<file path="src/rtl/mmtb_pkg.sv">
// Package for the transposed-B matrix multiply unit.
// Sizes, request and register codes, and controller/datapath interface structs.
// No dependencies.
`timescale 1ns / 1ps
package mmtb_pkg;
	localparam int MAX_ROWS  = 8;
	localparam int MAX_COLS  = 8;
	localparam int MAX_DEPTH = 64;

	localparam int ROW_W   = 3;
	localparam int DEP_W   = 6;
	localparam int VAL_W   = 16;
	localparam int PROD_W  = 2 * VAL_W;
	localparam int SUM_W   = 38;
	localparam int PADDR_W = 4;
	localparam int PDATA_W = 32;

	localparam logic [1:0] REQ_LOAD_A  = 2'd0;
	localparam logic [1:0] REQ_LOAD_B  = 2'd1;
	localparam logic [1:0] REQ_COMPUTE = 2'd2;

	localparam logic [1:0] REG_ROWS  = 2'd0;
	localparam logic [1:0] REG_COLS  = 2'd1;
	localparam logic [1:0] REG_DEPTH = 2'd2;

	typedef struct packed {
		logic [3:0] rows;
		logic [3:0] cols;
		logic [6:0] depth;
	} mmtb_cfg_t;

	typedef struct packed {
		logic             wr_a;
		logic             wr_b;
		logic             rd;
		logic             first;
		logic             last;
		logic             fin;
		logic [ROW_W-1:0] row;
		logic [ROW_W-1:0] col;
		logic [DEP_W-1:0] dep;
	} mmtb_cmd_t;

	typedef struct packed {
		logic busy;
		logic out_full;
	} mmtb_status_t;
endpackage

</file>
<file path="src/rtl/mmtb_ctrl.sv">
// Controller: accepts load/compute beats and sequences row, column and depth
// reads for the datapath. Depends on mmtb_pkg.
`timescale 1ns / 1ps
module mmtb_ctrl import mmtb_pkg::*; (
	input  logic             clk,
	input  logic             arst_n,
	input  mmtb_cfg_t        cfg,
	input  logic             in_valid,
	output logic             in_ready,
	input  logic [1:0]       req_type,
	input  logic [ROW_W-1:0] row_index,
	input  logic [DEP_W-1:0] depth_index,
	input  mmtb_status_t     st,
	output mmtb_cmd_t        cmd
);
	typedef enum logic {S_IDLE, S_RUN} state_t;

	state_t           state_q;
	logic [ROW_W-1:0] i_q, j_q, i_last_q, j_last_q;
	logic [DEP_W-1:0] k_q, k_last_q;
	logic [3:0]       rows_c, cols_c;
	logic [6:0]       depth_c;
	logic             accept, go;

	assign rows_c  = (cfg.rows == 4'd0) ? 4'd1 :
	                 (cfg.rows > 4'(MAX_ROWS)) ? 4'(MAX_ROWS) : cfg.rows;
	assign cols_c  = (cfg.cols == 4'd0) ? 4'd1 :
	                 (cfg.cols > 4'(MAX_COLS)) ? 4'(MAX_COLS) : cfg.cols;
	assign depth_c = (cfg.depth == 7'd0) ? 7'd1 :
	                 (cfg.depth > 7'(MAX_DEPTH)) ? 7'(MAX_DEPTH) : cfg.depth;

	assign in_ready = (state_q == S_IDLE);
	assign accept   = in_valid && in_ready;

	// a new element starts only once the accumulator and output register are free
	assign go = (state_q == S_RUN) && ((k_q != '0) || (!st.busy && !st.out_full));

	always_comb begin
		cmd       = '0;
		cmd.wr_a  = accept && (req_type == REQ_LOAD_A) &&
		            ({1'b0, row_index} < 4'(MAX_ROWS)) &&
		            ({1'b0, depth_index} < 7'(MAX_DEPTH));
		cmd.wr_b  = accept && (req_type == REQ_LOAD_B) &&
		            ({1'b0, row_index} < 4'(MAX_COLS)) &&
		            ({1'b0, depth_index} < 7'(MAX_DEPTH));
		cmd.rd    = go;
		cmd.first = go && (k_q == '0);
		cmd.last  = go && (k_q == k_last_q);
		cmd.fin   = go && (k_q == k_last_q) && (i_q == i_last_q) && (j_q == j_last_q);
		cmd.row   = i_q;
		cmd.col   = j_q;
		cmd.dep   = k_q;
	end

	always_ff @(posedge clk or negedge arst_n) begin
		if (!arst_n) begin
			state_q  <= S_IDLE;
			i_q      <= '0;
			j_q      <= '0;
			k_q      <= '0;
			i_last_q <= '0;
			j_last_q <= '0;
			k_last_q <= '0;
		end else begin
			unique case (state_q)
				S_IDLE: begin
					if (accept && (req_type == REQ_COMPUTE)) begin
						i_last_q <= ROW_W'(rows_c - 4'd1);
						j_last_q <= ROW_W'(cols_c - 4'd1);
						k_last_q <= DEP_W'(depth_c - 7'd1);
						i_q      <= '0;
						j_q      <= '0;
						k_q      <= '0;
						state_q  <= S_RUN;
					end
				end
				S_RUN: begin
					if (go) begin
						if (k_q != k_last_q) begin
							k_q <= k_q + 1'b1;
						end else begin
							k_q <= '0;
							if (j_q != j_last_q) begin
								j_q <= j_q + 1'b1;
							end else begin
								j_q <= '0;
								if (i_q != i_last_q) begin
									i_q <= i_q + 1'b1;
								end else begin
									state_q <= S_IDLE;
								end
							end
						end
					end
				end
				default: state_q <= S_IDLE;
			endcase
		end
	end

	a_start_free: assert property (@(posedge clk) disable iff (!arst_n)
		cmd.first |-> (!st.busy && !st.out_full))
		else $error("element started with datapath still occupied");
	a_fin_ends_run: assert property (@(posedge clk) disable iff (!arst_n)
		cmd.fin |=> (state_q == S_IDLE))
		else $error("run did not end after final read");
endmodule

</file>
<file path="config.mk">
export PLATFORM = sky130hd
export DESIGN_NAME = mmtb_ctrl
export DESIGN_NICKNAME = d
export VERILOG_FILES = /design/src/rtl/mmtb_pkg.sv /design/src/rtl/mmtb_ctrl.sv
export SDC_FILE = /design/constraint.sdc
export NUM_CORES = 1
export LEC_CHECK = 0
export ABC_AREA = 1
export BUFFER_PORTS_ARGS = -buffer_cell sky130_fd_sc_hd__buf_2
export CAP_MARGIN = 40
export CORE_MARGIN = 8
export CORE_UTILIZATION = 51
export CTS_CLUSTER_DIAMETER = 120
export CTS_CLUSTER_SIZE = 8
export DETAILED_ROUTE_END_ITERATION = 6
export GPL_TIMING_DRIVEN = 0
export PLACE_DENSITY = 0.9
export SYNTH_ARGS = -nofsm -noshare
export SYNTH_HDL_FRONTEND = slang
export SYNTH_SLANG_ARGS = --single-unit
</file>
<file path="constraint.sdc">
create_clock -name clk -period 2.3 [get_ports clk]
set_clock_uncertainty 0.2 [all_clocks]
set_input_delay 0.23 -clock clk [delete_from_list [all_inputs] [get_ports clk]]
set_output_delay 0.23 -clock clk [all_outputs]
set_load 0.02 [all_outputs]
</file>
Yosys cells after proc, flatten, opt, wreduce, memory -nomap -nowiden
Index checks and enable logic that the tools add are counted.
{"block": "op_classes", "n_eq_ne": 13, "bitwise_logic": 1, "n_shift": 0, "mux": 26, "n_lt_le_gt_ge": 3, "addsub": 6, "reduce_logical": 23, "n_div": 0, "mul": 0}
{"op": "$mux W3", "n": 12}
{"op": "$mux W6", "n": 5}
{"op": "$pmux W3 S2", "n": 2}
{"op": "$pmux W6 S2", "n": 1}
{"op": "$logic_and A1 B1 Y1", "n": 10}
{"op": "$gt A4 B4 Y1 const B", "n": 2}
{"op": "$logic_not A4 Y1", "n": 2}
{"op": "$gt A7 B7 Y1 const B", "n": 1}
{"op": "$logic_not A7 Y1", "n": 1}
{"op": "$add A3 B1 Y3 const B", "n": 2}
{"op": "$add A6 B1 Y6 const B", "n": 1}
{"op": "$eq A3 B3 Y1", "n": 2}
{"op": "$eq A6 B6 Y1", "n": 1}
{"op": "$logic_not A6 Y1", "n": 1}
{"op": "$ne A2 B1 Y1 const B", "n": 3}
{"op": "$ne A3 B3 Y1", "n": 2}
{"op": "$ne A6 B6 Y1", "n": 1}
{"op": "$reduce_bool A6 Y1", "n": 1}
{"op": "$sub A3 B1 Y3 const B", "n": 2}
{"op": "$sub A6 B1 Y6 const B", "n": 1}
{"op": "$mux W1", "n": 5}
{"op": "$reduce_and A5 Y1", "n": 1}
{"op": "$ne A2 B2 Y1 const B", "n": 2}
{"op": "$reduce_and A2 Y1", "n": 2}
{"op": "other kinds (8)", "n": 9}
{"block": "totals", "memories": 0, "word_cells": 79, "mem_bits_rw": 0, "inputBits": 31, "register_bits": 25, "latchBits": 0, "rom_bits": 0}

Depth between registers and ports, before layout
{"block": "depth", "ltp_word": 7, "mapped_depth": 9, "depth_no_buf": 9}

Worst setup path before layout
OpenSTA, ideal clock, no wires.
{"block": "synth_timing", "path_kind": "register to output", "start": "register k_q[0]", "end": "output cmd[12] (netlist name)", "t_arrival_ns": 1.486, "n_path_buf": 0, "path_stages_with_launch": 8, "path_slack_ns": 0.384, "path_cell_list": "dfrtp_1 inv_1 ha_1 nand4_2 o21ai_4 inv_1 nand2_1 nor2_1"}
{"element": "start: declaration", "line_no": "mmtb_ctrl.sv:20", "source": "logic [DEP_W-1:0] k_q, k_last_q;"}
{"element": "start signal: assignment", "line_no": "mmtb_ctrl.sv:80", "source": "k_q <= k_q + 1'b1;"}
{"element": "end: declaration", "line_no": "mmtb_ctrl.sv:14", "source": "output mmtb_cmd_t cmd"}

==> impl_metrics.ini <==
[outcome]
outcome = finished clean

[floorplanning]
num_rows = 20
die_width_um = 72.6
die_height_um = 72.6
dieArea_mm2 = 0.00527
initial_utilization_pct = 53.6
core-area_mm2 = 0.00305
ios = 50

[critical_path]
path_class = reg -> out
worstPathRequired_ps = 1870
cp-start-kind = register
max_stage_delay_ps = 470
cp_cell_sequence = xnor2_1 -> nand3_2 -> or2_2 -> nor2_2 -> buf_2
slowest_stage = dfrtp_1
crit_fanout = 4
critPathTopFamily = simple AND/OR/NAND/NOR gates
arrival_ps = 1770
critPathBufInv = 1
crit_path_end_kind = output port

[cells_and_area]
area_delta_synth_final_pct = 19.7
post-route-util_pct = 64.1
nets = 292
register_area_um2 = 629
antenna_cells = 0
drive_above_1_share_pct = 29.2
nFillCells = 279
fin_area_mm2 = 0.00196
multiInputGateArea_um2 = 906

[pwr]
p_clk_share_pct = 8.2
peakVddDrop_mv = 0.384
p_leak_uw = 0.00106
intPower_uw = 1280
pwr-share-seq_pct = 33.8
pwr-share-comb_pct = 58.0
p_total_uw = 2500
p_per_area_mw_per_mm2 = 1280
p_sw_share_pct = 48.5
switching_power_uw = 1210

[route]
drt_iter0_markers = 73
first_pass_iters = 4
ant_nets = 0
drc_errors = 0
num_vias = 1461
wl_um = 3580
wl_per_cell_um = 12.1
vias_per_cell = 4.92

[run]
maxCapViolations = 0

[timing]
slew_headroom_pct = 64.4
min_period_ps = 2200
tightest_slew_ps = 535
hold_viol = 0
period_share_pct = 95.5
fmax_mhz = 455
final.setup.tns_ps = 0
slew_viol_final = 0
setup_viol = 0

[synthesis]
yosys_warnings = 0
ys_seq_elements = 25
synth_cell_types = 30
syn_area_mm2 = 0.00164
yosysSeqAreaShare_pct = 38.3
syn-instance-count = 206
avgSynthCellArea_um2 = 7.94
syn_nets = 244

[cts]
cts.htree.levels = 1
cts-root-buf = clkbuf_4
cts_buffer_depth = 2
cts_buffers = 3
clk_pin_slew_ps = 140
tritoncts = done
worstSkewPairLatency_ps = 330
cts.sinks = 25

[global_routing]
grt_pass1_vias = 1430
grtUsageTotal_pct = 14.0
grt_antenna_before_repair = 0
overflow = 0
grt_max_degree = 26
grt_first_pass_wirelength_um = 6000

[place]
io_buffers = 40
routabilityCongestion = 0.835
placed_area_mm2 = 0.00189
dp_hpwl_um = 2840

[min_path]
hp-class = in -> reg
## cell usage in the layout (no fill, tap or decap), drive strengths merged
cell	instances
a31oi	1
clkinv	2
clkbuf	3
dlygate4sd3	1
nand3	14
nand4	4
or2	2
nand2	61
xor2	12
dfrtp	25
nor3	5
o21bai	1
o22ai	1
inv	20
buf	46
nor2	16
ha	7
xnor2	8
o21ai	19
o31ai	1
a21oi	4
## path summary, 6_finish.rpt
| path | from | endpoint | slack, ps | cells past startpoint |
|---|---|---|---|---|
| worst max-delay path | j_q[2] | cmd[12] | 100 | 5 |
| worst min-delay path | cfg[0] | k_last_q[0] | 20 | 3 |
| worst max register to register | k_q[0] | i_q[1] | 420 | 10 |
| worst min register to register | k_last_q[1] | k_last_q[1] | 320 | 2 |
| max in group asynchronous | arst_n | k_q[0] | 1320 | 2 |
| min in group asynchronous | arst_n | k_q[4] | 180 | 2 |
## sequential cells by signal, indices dropped and copies added, names as in the netlist
signal	flops
i_q	3
k_last_q	6
j_last_q	3
state_q	1
i_last_q	3
k_q	6
j_q	3
## tightest hold or removal path, delay by kind of cell
family,cells,cell delay (ps)
buf+inv,1,80
compound gates,2,200
## synth_stat cells
cell type,count,area share (%)
o21ai_4,1,0.99
xor2_1,12,6.4
o21bai_1,1,0.46
nand4_1,2,0.76
a21oi_1,2,0.61
a31oi_1,1,0.38
ha_1,7,5.4
o31ai_1,1,0.46
nor2_4,1,0.69
o21ai_0,16,4.9
o21ai_1,2,0.61
o22ai_1,1,0.38
nand3_1,13,4.0
nand2_4,2,1.4
dfrtp_1,25,38
inv_2,1,0.23
nand2_2,3,1.1
nor2_1,14,3.2
nor2_2,1,0.38
buf_6,1,0.69
clkinv_2,1,0.31
nand2_1,56,13
nand4_2,2,1.5
a21oi_2,2,1.1
nand3_2,1,0.61
or2_2,2,0.76
nor3_1,5,1.5
xnor2_1,8,4.3
inv_1,19,4.4
buf_4,3,1.4
## timing repair
| action | in CTS | in global routing |
|---|---|---|
| pin swaps | 0 | 2 |
| buffers inserted | 0 | 2 |
| hold buffers | 1 | 0 |
| resized for setup | 1 | 6 |
| endpoints found under the hold margin | 25 | 0 |
| endpoints found under the setup margin | 1 | 3 |
| gates cloned | 0 | 0 |
## metal layers
| layer | share of wire (%) | vias up | global-route usage (%) | routed length [µm] |
|---|---|---|---|---|
| met2 | 47 | 38 | 24.7 | 1670 |
| met3 | 5.7 | 7 | 2.75 | 205 |
| met1 | 45 | 657 | 15.2 | 1610 |
| met5 | 0 | - | 0 | 0 |
| li1 | - | 759 | - | - |
| met4 | 2.6 | 0 | 8.00 | 93 |
## power by group through the flow
stage	registers, µW	clock network, µW	logic [µW]
2_1_floorplan	902	0	979
3_3_place_gp	837	0	1340
3_5_place_dp	846	0	1380
4_1_cts	839	208	1390
5_1_grt	871	219	1620
6_report	844	204	1450
## logic make-up (layout without fill, tap and decap cells)
group                    after synthesis  count (layout)  synth area share (%)
adder cells (fa/ha/maj)                7               7                  5.36
AO/OA/AOI/OAI                         27              27                  9.87
flip-flops                            25              25                  38.3
AND/OR/NAND/NOR                      102             102                  28.8
buffers and inverters                 25              72                  6.96
XOR/XNOR                              20              20                  10.7
## metrics by stage
| step | setup WS (ps) | hold slack (ps) | std cells |
|---|---|---|---|
| after floorplan | 384 | -266 | 206 |
| after global placement | 391 | 36.3 | 290 |
| after detailed placement | 379 | 37.8 | 290 |
| after CTS | 8.55 | 12.8 | 295 |
| after global routing | -1.47 | 35.2 | 297 |
| final | 104 | 16.2 | 297 |
## area by class of cell
| cell class | count | area share (%) |
|---|---|---|
| Clock buffer | 3 | 1.15 |
| Multi-Input combinational cell | 156 | 46.3 |
| Clock inverter | 1 | 0.256 |
| Timing Repair Buffer | 43 | 11.5 |
| Inverter | 21 | 4.09 |
| Tap cell | 44 | 2.81 |
| Sequential cell | 25 | 32.2 |
| Buffer | 4 | 1.73 |
No activity file was read; power rests on OpenSTA's default activity.
