`config.mk`:
```
export PLATFORM = sky130hd
export DESIGN_NAME = mmtb_regs
export DESIGN_NICKNAME = d
export VERILOG_FILES = /design/src/rtl/mmtb_pkg.sv /design/src/rtl/mmtb_regs.sv
export SDC_FILE = /design/constraint.sdc
export NUM_CORES = 1
export LEC_CHECK = 0
export BUFFER_PORTS_ARGS = -buffer_cell sky130_fd_sc_hd__buf_4
export CAP_MARGIN = 20
export CELL_PAD_IN_SITES_DETAIL_PLACEMENT = 0
export CELL_PAD_IN_SITES_GLOBAL_PLACEMENT = 1
export CORE_ASPECT_RATIO = 1.2
export CORE_UTILIZATION = 25
export CTS_BUF_LIST = sky130_fd_sc_hd__clkbuf_2 sky130_fd_sc_hd__clkbuf_4 sky130_fd_sc_hd__clkbuf_8
export CTS_CLUSTER_SIZE = 10
export DETAILED_ROUTE_END_ITERATION = 12
export GPL_ROUTABILITY_DRIVEN = 0
export PLACE_DENSITY_LB_ADDON = 0.1
export SLEW_MARGIN = 20
export SYNTH_ARGS = -nofsm -noshare
export SYNTH_HDL_FRONTEND = slang
export SYNTH_SLANG_ARGS = --single-unit
```
`constraint.sdc`:
```
create_clock -name clk -period 1.7 [get_ports clk]
set_input_delay 0.17 -clock clk [delete_from_list [all_inputs] [get_ports clk]]
set_output_delay 0.17 -clock clk [all_outputs]
set_load 0.02 [all_outputs]
```
`src/rtl/mmtb_pkg.sv`:
```
// Package for the transposed-B matrix multiply unit.
// Sizes, request and register codes, and controller/datapath interface structs.
// No dependencies.
`timescale 1ns / 1ps
package mmtb_pkg;
	localparam int MAX_ROWS  = 8;
	localparam int MAX_COLS  = 8;
	localparam int MAX_DEPTH = 64;

	localparam int ROW_W   = 3;
	localparam int DEP_W   = 6;
	localparam int VAL_W   = 16;
	localparam int PROD_W  = 2 * VAL_W;
	localparam int SUM_W   = 38;
	localparam int PADDR_W = 4;
	localparam int PDATA_W = 32;

	localparam logic [1:0] REQ_LOAD_A  = 2'd0;
	localparam logic [1:0] REQ_LOAD_B  = 2'd1;
	localparam logic [1:0] REQ_COMPUTE = 2'd2;

	localparam logic [1:0] REG_ROWS  = 2'd0;
	localparam logic [1:0] REG_COLS  = 2'd1;
	localparam logic [1:0] REG_DEPTH = 2'd2;

	typedef struct packed {
		logic [3:0] rows;
		logic [3:0] cols;
		logic [6:0] depth;
	} mmtb_cfg_t;

	typedef struct packed {
		logic             wr_a;
		logic             wr_b;
		logic             rd;
		logic             first;
		logic             last;
		logic             fin;
		logic [ROW_W-1:0] row;
		logic [ROW_W-1:0] col;
		logic [DEP_W-1:0] dep;
	} mmtb_cmd_t;

	typedef struct packed {
		logic busy;
		logic out_full;
	} mmtb_status_t;
endpackage

```
`src/rtl/mmtb_regs.sv`:
```
// APB configuration registers: rows, columns and depth in use.
// Depends on mmtb_pkg.
`timescale 1ns / 1ps
module mmtb_regs import mmtb_pkg::*; (
	input  logic               clk,
	input  logic               arst_n,
	input  logic               psel,
	input  logic               penable,
	input  logic               pwrite,
	input  logic [PADDR_W-1:0] paddr,
	input  logic [PDATA_W-1:0] pwdata,
	output logic [PDATA_W-1:0] prdata,
	output mmtb_cfg_t          cfg
);
	mmtb_cfg_t cfg_q;
	logic      wr;

	assign wr  = psel && penable && pwrite;
	assign cfg = cfg_q;

	always_ff @(posedge clk or negedge arst_n) begin
		if (!arst_n) begin
			cfg_q.rows  <= 4'(MAX_ROWS);
			cfg_q.cols  <= 4'(MAX_COLS);
			cfg_q.depth <= 7'(MAX_DEPTH);
		end else if (wr) begin
			unique case (paddr[3:2])
				REG_ROWS:  cfg_q.rows  <= pwdata[3:0];
				REG_COLS:  cfg_q.cols  <= pwdata[3:0];
				REG_DEPTH: cfg_q.depth <= pwdata[6:0];
				default: ;
			endcase
		end
	end

	always_comb begin
		unique case (paddr[3:2])
			REG_ROWS:  prdata = {28'd0, cfg_q.rows};
			REG_COLS:  prdata = {28'd0, cfg_q.cols};
			REG_DEPTH: prdata = {25'd0, cfg_q.depth};
			default:   prdata = '0;
		endcase
	end
endmodule

```
=== Word level (Yosys, flattened, before mapping) ===
Cells that the tools add are included.

* Word-level logic and storage cells: 12
* Bits in registers: 15
* Output and inout bits: 47
* Input bits: 41

* Reduce and logical (&&, ||, !) cells: 6
* Mux-type cells: 1
* Equal/unequal tests: 2

{| class="wikitable"
|+ Operators with widths
! kind !! number
|-
| 7-bit one-hot mux with 3 select lines || 1
|-
| 2-bit AND reduction || 3
|-
| 2-bit by 1-bit == test with 1-bit output, second input constant || 1
|-
| 2-bit == test, second input constant || 1
|-
| 1-bit logical AND || 2
|-
| 2-bit logical NOT || 1
|}

=== Longest topological paths before layout ===
Gate-level depths: netlist (run 1).

* Depth after elaboration: 3
* Gate-level depth with buffers: 4
* Gate-level depth less buffers: 3

=== Worst setup path before layout (run 1) ===
Ideal clock, no wire load.

* Path kind: reg-to-output
* From: reg cfg_q, in the netlist cfg[14]
* To: out prdata[3]
* Cell stages (with the launch flop): 3
* Buffers on the path: 0
* Slack: 386 ps
* Arrival: 1144 ps
* Data required time: 1530 ps
* Cell sequence: dfstp_2 > mux2i_1 > o21ai_0

* Word-level cells in the longest chain between the ends: 1

{| class="wikitable"
|+ RTL lines
! item !! line !! text
|-
| start, declared || mmtb_regs.sv:15 || <nowiki>mmtb_cfg_t cfg_q;</nowiki>
|-
| 7-bit one-hot mux with 3 select lines || mmtb_regs.sv:37 || <nowiki>unique case (paddr[3:2])</nowiki>
|-
| end, declared || mmtb_regs.sv:12 || <nowiki>output logic [PDATA_W-1:0] prdata,</nowiki>
|}

Every way passes these cells.

=== Worst setup path after layout (run 1) ===
Same ends and word-level chain as after synthesis.

==> results.json, run 1 <==
{
  "status": "finished, violations left",
  "violations": "DRC",
  "area_growth_pct": 26.78,
  "clk_latency_ns": 0.24,
  "drive_gt1_share_pct": 52.59,
  "grt_max_degree": 16,
  "post-place-cells": 148,
  "avgRoutedWirePerCell_um": 12.55,
  "crit_type": "flip-flop to output port",
  "die-area_mm2": 0.003967,
  "cts_buffer_depth": 2,
  "layout_min_cycle_time_ns": 1.389,
  "syn_inst": 79,
  "clk_pin_slew_ns": 0.07,
  "cp_slowest_cell": "dfstp_2",
  "critPathRequiredTime_ns": 1.53,
  "hold_start": "pwdata[4]",
  "pin_count": 88,
  "track_usage_pct": 10.52,
  "r2r_slack_ns": 0.92,
  "tritoncts": "yes",
  "die_w_um": 57.67,
  "finalHoldViolations": 0,
  "fmax_mhz": 719.8,
  "vias": 618,
  "critPathMaxFanout": 3,
  "finalClockSkew_ns": 0,
  "portBuffers": 35,
  "post_cts_buffers": 0,
  "dieHeight_um": 68.80,
  "cts_made_buffers": 3,
  "drt-initial-drc-count": 15,
  "grt_setup_unrepaired": "false",
  "fin_total_pwr_mw": 1.346,
  "synth_warnings": 0,
  "fill_cells": 379,
  "h-tree-depth": 1,
  "startpoint_type": "flip-flop",
  "grt_pass1_wl_um": 3049,
  "overflow": 0,
  "cp-end-kind": "output port",
  "r2r-start": "cfg[8]",
  "cts-root-buf": "clkbuf_8",
  "via_per_inst": 4.039,
  "maxCapViolCount": 0,
  "fin_nets": 158,
  "fp-row-count": 23,
  "core-area_mm2": 0.003453,
  "max_stage_delay_ns": 0.55,
  "ys_types": 16,
  "diodes": 0,
  "dr.pass1.iters": 8,
  "place_ws_ns": 0.3238,
  "holdPathStages": 2,
  "cts.sinks": 15,
  "drtAntennaViolNets": 0,
  "ys_ff_latch": 15,
  "final_cell_mix": "buf_4 (35), conb_1 (25), dfrtp_1 (12)",
  "place_hpwl_um": 1437,
  "finalMaxSlewViolations": 0,
  "wirelength_um": 1920,
  "layout_commonest_cell": "buf_4",
  "largest_reg_flops": 15,
  "ys_seq_area_share_pct": 40.78,
  "initial_core_util_pct": 26.92,
  "power_per_cell_area_mw_per_mm2": 1142,
  "worst_slack_ns": 0.3107,
  "antenna_found_initial": 0,
  "synthesis.area_um2": 929.6,
  "finalSetupTns_ns": 0,
  "power.leakage_nw": 0.6049,
  "path_cells": "mux2i_1, o21ai_0, buf_4",
  "r2r_cells": 1,
  "holdPathEnd": "cfg[4]",
  "worst_ep_arrival_time_ns": 1.22,
  "final_cells": 153,
  "synth_top_cell_area_share_pct": 32.30,
  "avgSynthCellArea_um2": 11.77,
  "hold_class": "primary input to flip-flop",
  "grt_pass1_vias": 581,
  "worstReg2RegEnd": "cfg[8]",
  "yosys-top-cells-area": "dfrtp_1 (32%), buf_4 (21%), mux2_2 (13%)",
  "vdd_drop_max_uv": 418.3,
  "yosysTopAreaCell": "dfrtp_1",
  "setup_viol": 0,
  "drc": 5,
  "min_period_over_period_pct": 81.72
}
what timing repair did:
| action | CTS | global route |
|---|---|---|
| hold buffers | 1 | 0 |
| resized for setup | 0 | 0 |
| endpoints found under the hold margin | 15 | 0 |
cell families (layout without fill, tap and decap cells):
group | Yosys count | in the layout | share of synthesized area [%]
simple gates | 13 | 13 | 10.36
mux | 19 | 19 | 24.09
compound gates | 4 | 4 | 2.154
buf+inv | 27 | 40 | 22.21
flops | 15 | 15 | 40.78
other cells | 1 | 25 | 0.4034
critical path: cells and delay by family (launching register included):
family | cells | cell delay (ns)
AOI/OAI and AO/OA | 1 | 0.19
buffers and inverters | 1 | 0.18
DFF | 1 | 0.55
muxes | 1 | 0.06
cells in the mapped netlist:
cell,instances
nand3_2,1
dfstp_2,3
conb_1,1
mux2_4,4
nand2_1,4
and2_1,3
nor2b_1,2
dfrtp_1,12
or3b_4,1
mux2_2,11
buf_6,1
nor3b_4,1
buf_4,26
mux2i_1,4
o21ai_0,4
nor3_2,1
layout make-up:
cell class	count	area [um^2]	share of cell area, %
timing repair buffer	36	272.8	23.14
clock buffer	3	41.29	3.503
clock inverter	1	5.005	0.4246
sequential	15	379.1	32.17
multi-input combinational	61	434.2	36.84
tap	37	46.29	3.928
how the worst max path moves through the flow:
stage / endpoint / slack, ns / start
final: prdata[3] / 0.31 / cfg[14]
after global routing: prdata[3] / 0.19 / cfg[14]
after CTS: prdata[3] / 0.28 / cfg[14]
after detailed placement: cfg[5] / 0.32 / pwrite
after global placement: cfg[4] / 0.31 / pwrite
after floorplan: prdata[3] / 0.39 / cfg[14]
per-layer routing:
layer	part of all wire [%]	vias to the layer above	GRT usage [%]
met4	0.89	0	5.357
li1	-	289	-
met2	47	35	15.55
met3	7.7	2	1.493
met5	0	-	0
met1	45	292	14.96
metrics by stage:
stage	hold slack [ns]	cell area (um^2)	utilization, %
6_report	0.1532	1179	34.13
5_1_grt	0.1445	1179	34.13
3_3_place_gp	0.04574	1122	32.50
3_5_place_dp	0.04008	1122	32.50
4_1_cts	0.1490	1179	34.13
2_1_floorplan	-0.1256	1020	-
report_power, final:
group / total [mW] / switching [mW] / internal, mW
Sequential: 0.519 / 0.0661 / 0.453
Clock: 0.296 / 0.134 / 0.162
Combinational: 0.531 / 0.284 / 0.247
Total: 1.35 / 0.484 / 0.862
No activity file was read; power rests on OpenSTA's default activity.
==> run 2, diff against run 1 <==
- clock period: 1.7 -> 1.45 ns (I/O delays scaled with it)
==> run 2 against run 1 <==
Net effect: the flow still finishes with violations (DRC); setup slack got worse by 0.16 ns; final area increased by 1.3%; first-iteration DRC count up 27%; highest routed layer unchanged.
==> results.json, run 2 (synthesized netlist as in run 1, its figures left out) <==
{
  "grt_setup_unrepaired": "false",
  "setup_viol": 0,
  "drt-initial-drc-count": 19,
  "holdPathEnd": "cfg[5]",
  "r2r_slack_ns": 0.67,
  "die-area_mm2": 0.003967,
  "h-tree-depth": 1,
  "grt_max_degree": 16,
  "whs_ns": 0.1269,
  "clk_latency_ns": 0.24,
  "clk_pin_slew_ns": 0.06,
  "tritoncts": "yes",
  "critPathRequiredTime_ns": 1.31,
  "vias": 626,
  "wl_met2_um": 925,
  "cts.sinks": 15,
  "drive_gt1_share_pct": 53.39,
  "grt_pass1_wl_um": 3132,
  "vdd_drop_max_uv": 512.4,
  "power_per_cell_area_mw_per_mm2": 1321,
  "crit_start": "cfg[14]",
  "critPathMaxFanout": 3,
  "crit_type": "flip-flop to output port",
  "hold_start": "pwdata[5]",
  "r2r-start": "cfg[8]",
  "highest_layer": "met4",
  "avgRoutedWirePerCell_um": 12.77,
  "pin_count": 88,
  "track_usage_pct": 10.85,
  "largest_reg_flops": 15,
  "finalHoldViolations": 0,
  "wl_met3_um": 158,
  "post_cts_buffers": 0,
  "startpoint_type": "flip-flop",
  "cp-end-kind": "output port",
  "finalMaxSlewViolations": 0,
  "via_per_inst": 4.039,
  "fmax_mhz": 770.4,
  "antenna_found_initial": 0,
  "finalSetupTns_ns": 0,
  "dieHeight_um": 68.80,
  "cts_made_buffers": 3,
  "power.leakage_nw": 0.6157,
  "violations": "DRC",
  "drtAntennaViolNets": 0,
  "initial_core_util_pct": 26.92,
  "worst_ep_arrival_time_ns": 1.15,
  "overflow": 0,
  "min_period_over_period_pct": 89.52,
  "dr.pass1.iters": 10,
  "fin_nets": 160,
  "portBuffers": 35,
  "grt_pass1_vias": 607,
  "hold_class": "primary input to flip-flop",
  "cts-root-buf": "clkbuf_8",
  "r2r_cells": 1,
  "area_growth_pct": 28.40,
  "die_w_um": 57.67,
  "wirelength_um": 1980,
  "drc": 4,
  "worstReg2RegEnd": "cfg[8]",
  "wl_met1_um": 873,
  "core-area_mm2": 0.003453,
  "cts_buffer_depth": 2,
  "layout_min_cycle_time_ns": 1.298,
  "fp-row-count": 23,
  "finalClockSkew_ns": 0,
  "holdPathStages": 2,
  "diodes": 0,
  "layout_commonest_cell": "buf_4",
  "final_cell_mix": "buf_4 (37), conb_1 (25), dfrtp_1 (12)",
  "place_hpwl_um": 1494,
  "maxCapViolCount": 0,
  "status": "finished, violations left"
}
run 2: repair_timing:
item | in CTS | in global routing
setup endpoints to repair | 0 | 1
hold buffers | 1 | 0
resized for setup | 0 | 1
hold endpoints to repair | 15 | 0
run 2: critical path, cell delays in order, from the launching register on:
cell and delay (ns):
dfstp_2 0.54, mux2i_1 0.06, o21ai_1 0.14, buf_4 0.16
run 2: per-stage QoR:
step	area (um^2)	setup WS (ns)	power (mW)	std cells	utilization, %
floorplan	1020	0.1611	1.026	103	-
global placement	1137	0.2103	1.243	150	32.93
detailed placement	1137	0.2004	1.249	150	32.93
CTS	1194	0.07515	1.604	155	34.57
global route	1194	0.06746	1.690	155	34.57
finish	1194	0.1519	1.577	155	34.57
run 2: worst max path at each step:
stage,end,cells past startpoint
after floorplan,prdata[3],2
after global placement,cfg[8],4
after detailed placement,cfg[8],4
after CTS,prdata[3],3
after global routing,prdata[3],3
final,prdata[3],3
run 2: cell type report:
cell class              instances  area (um^2)
repair buffers                 38        287.8
multi-input cells              61        434.2
clock buffers                   3        41.29
well taps                      37        46.29
fillers                       364         2260
flip-flops and latches         15        379.1
clock inverters                 1        5.005
run 2: power by group:
group | leakage, nW | total (mW) | internal, mW | switching, mW
sequential | 0.179 | 0.610 | 0.532 | 0.0790
clock | 0.0255 | 0.338 | 0.190 | 0.148
combinational | 0.412 | 0.629 | 0.291 | 0.338
run 2: per-layer routing:
metal	vias to the layer above	global-route usage, %
met5	-	0
met4	0	7.143
met3	2	2.425
met2	35	16.28
met1	294	14.07
li1	295	-
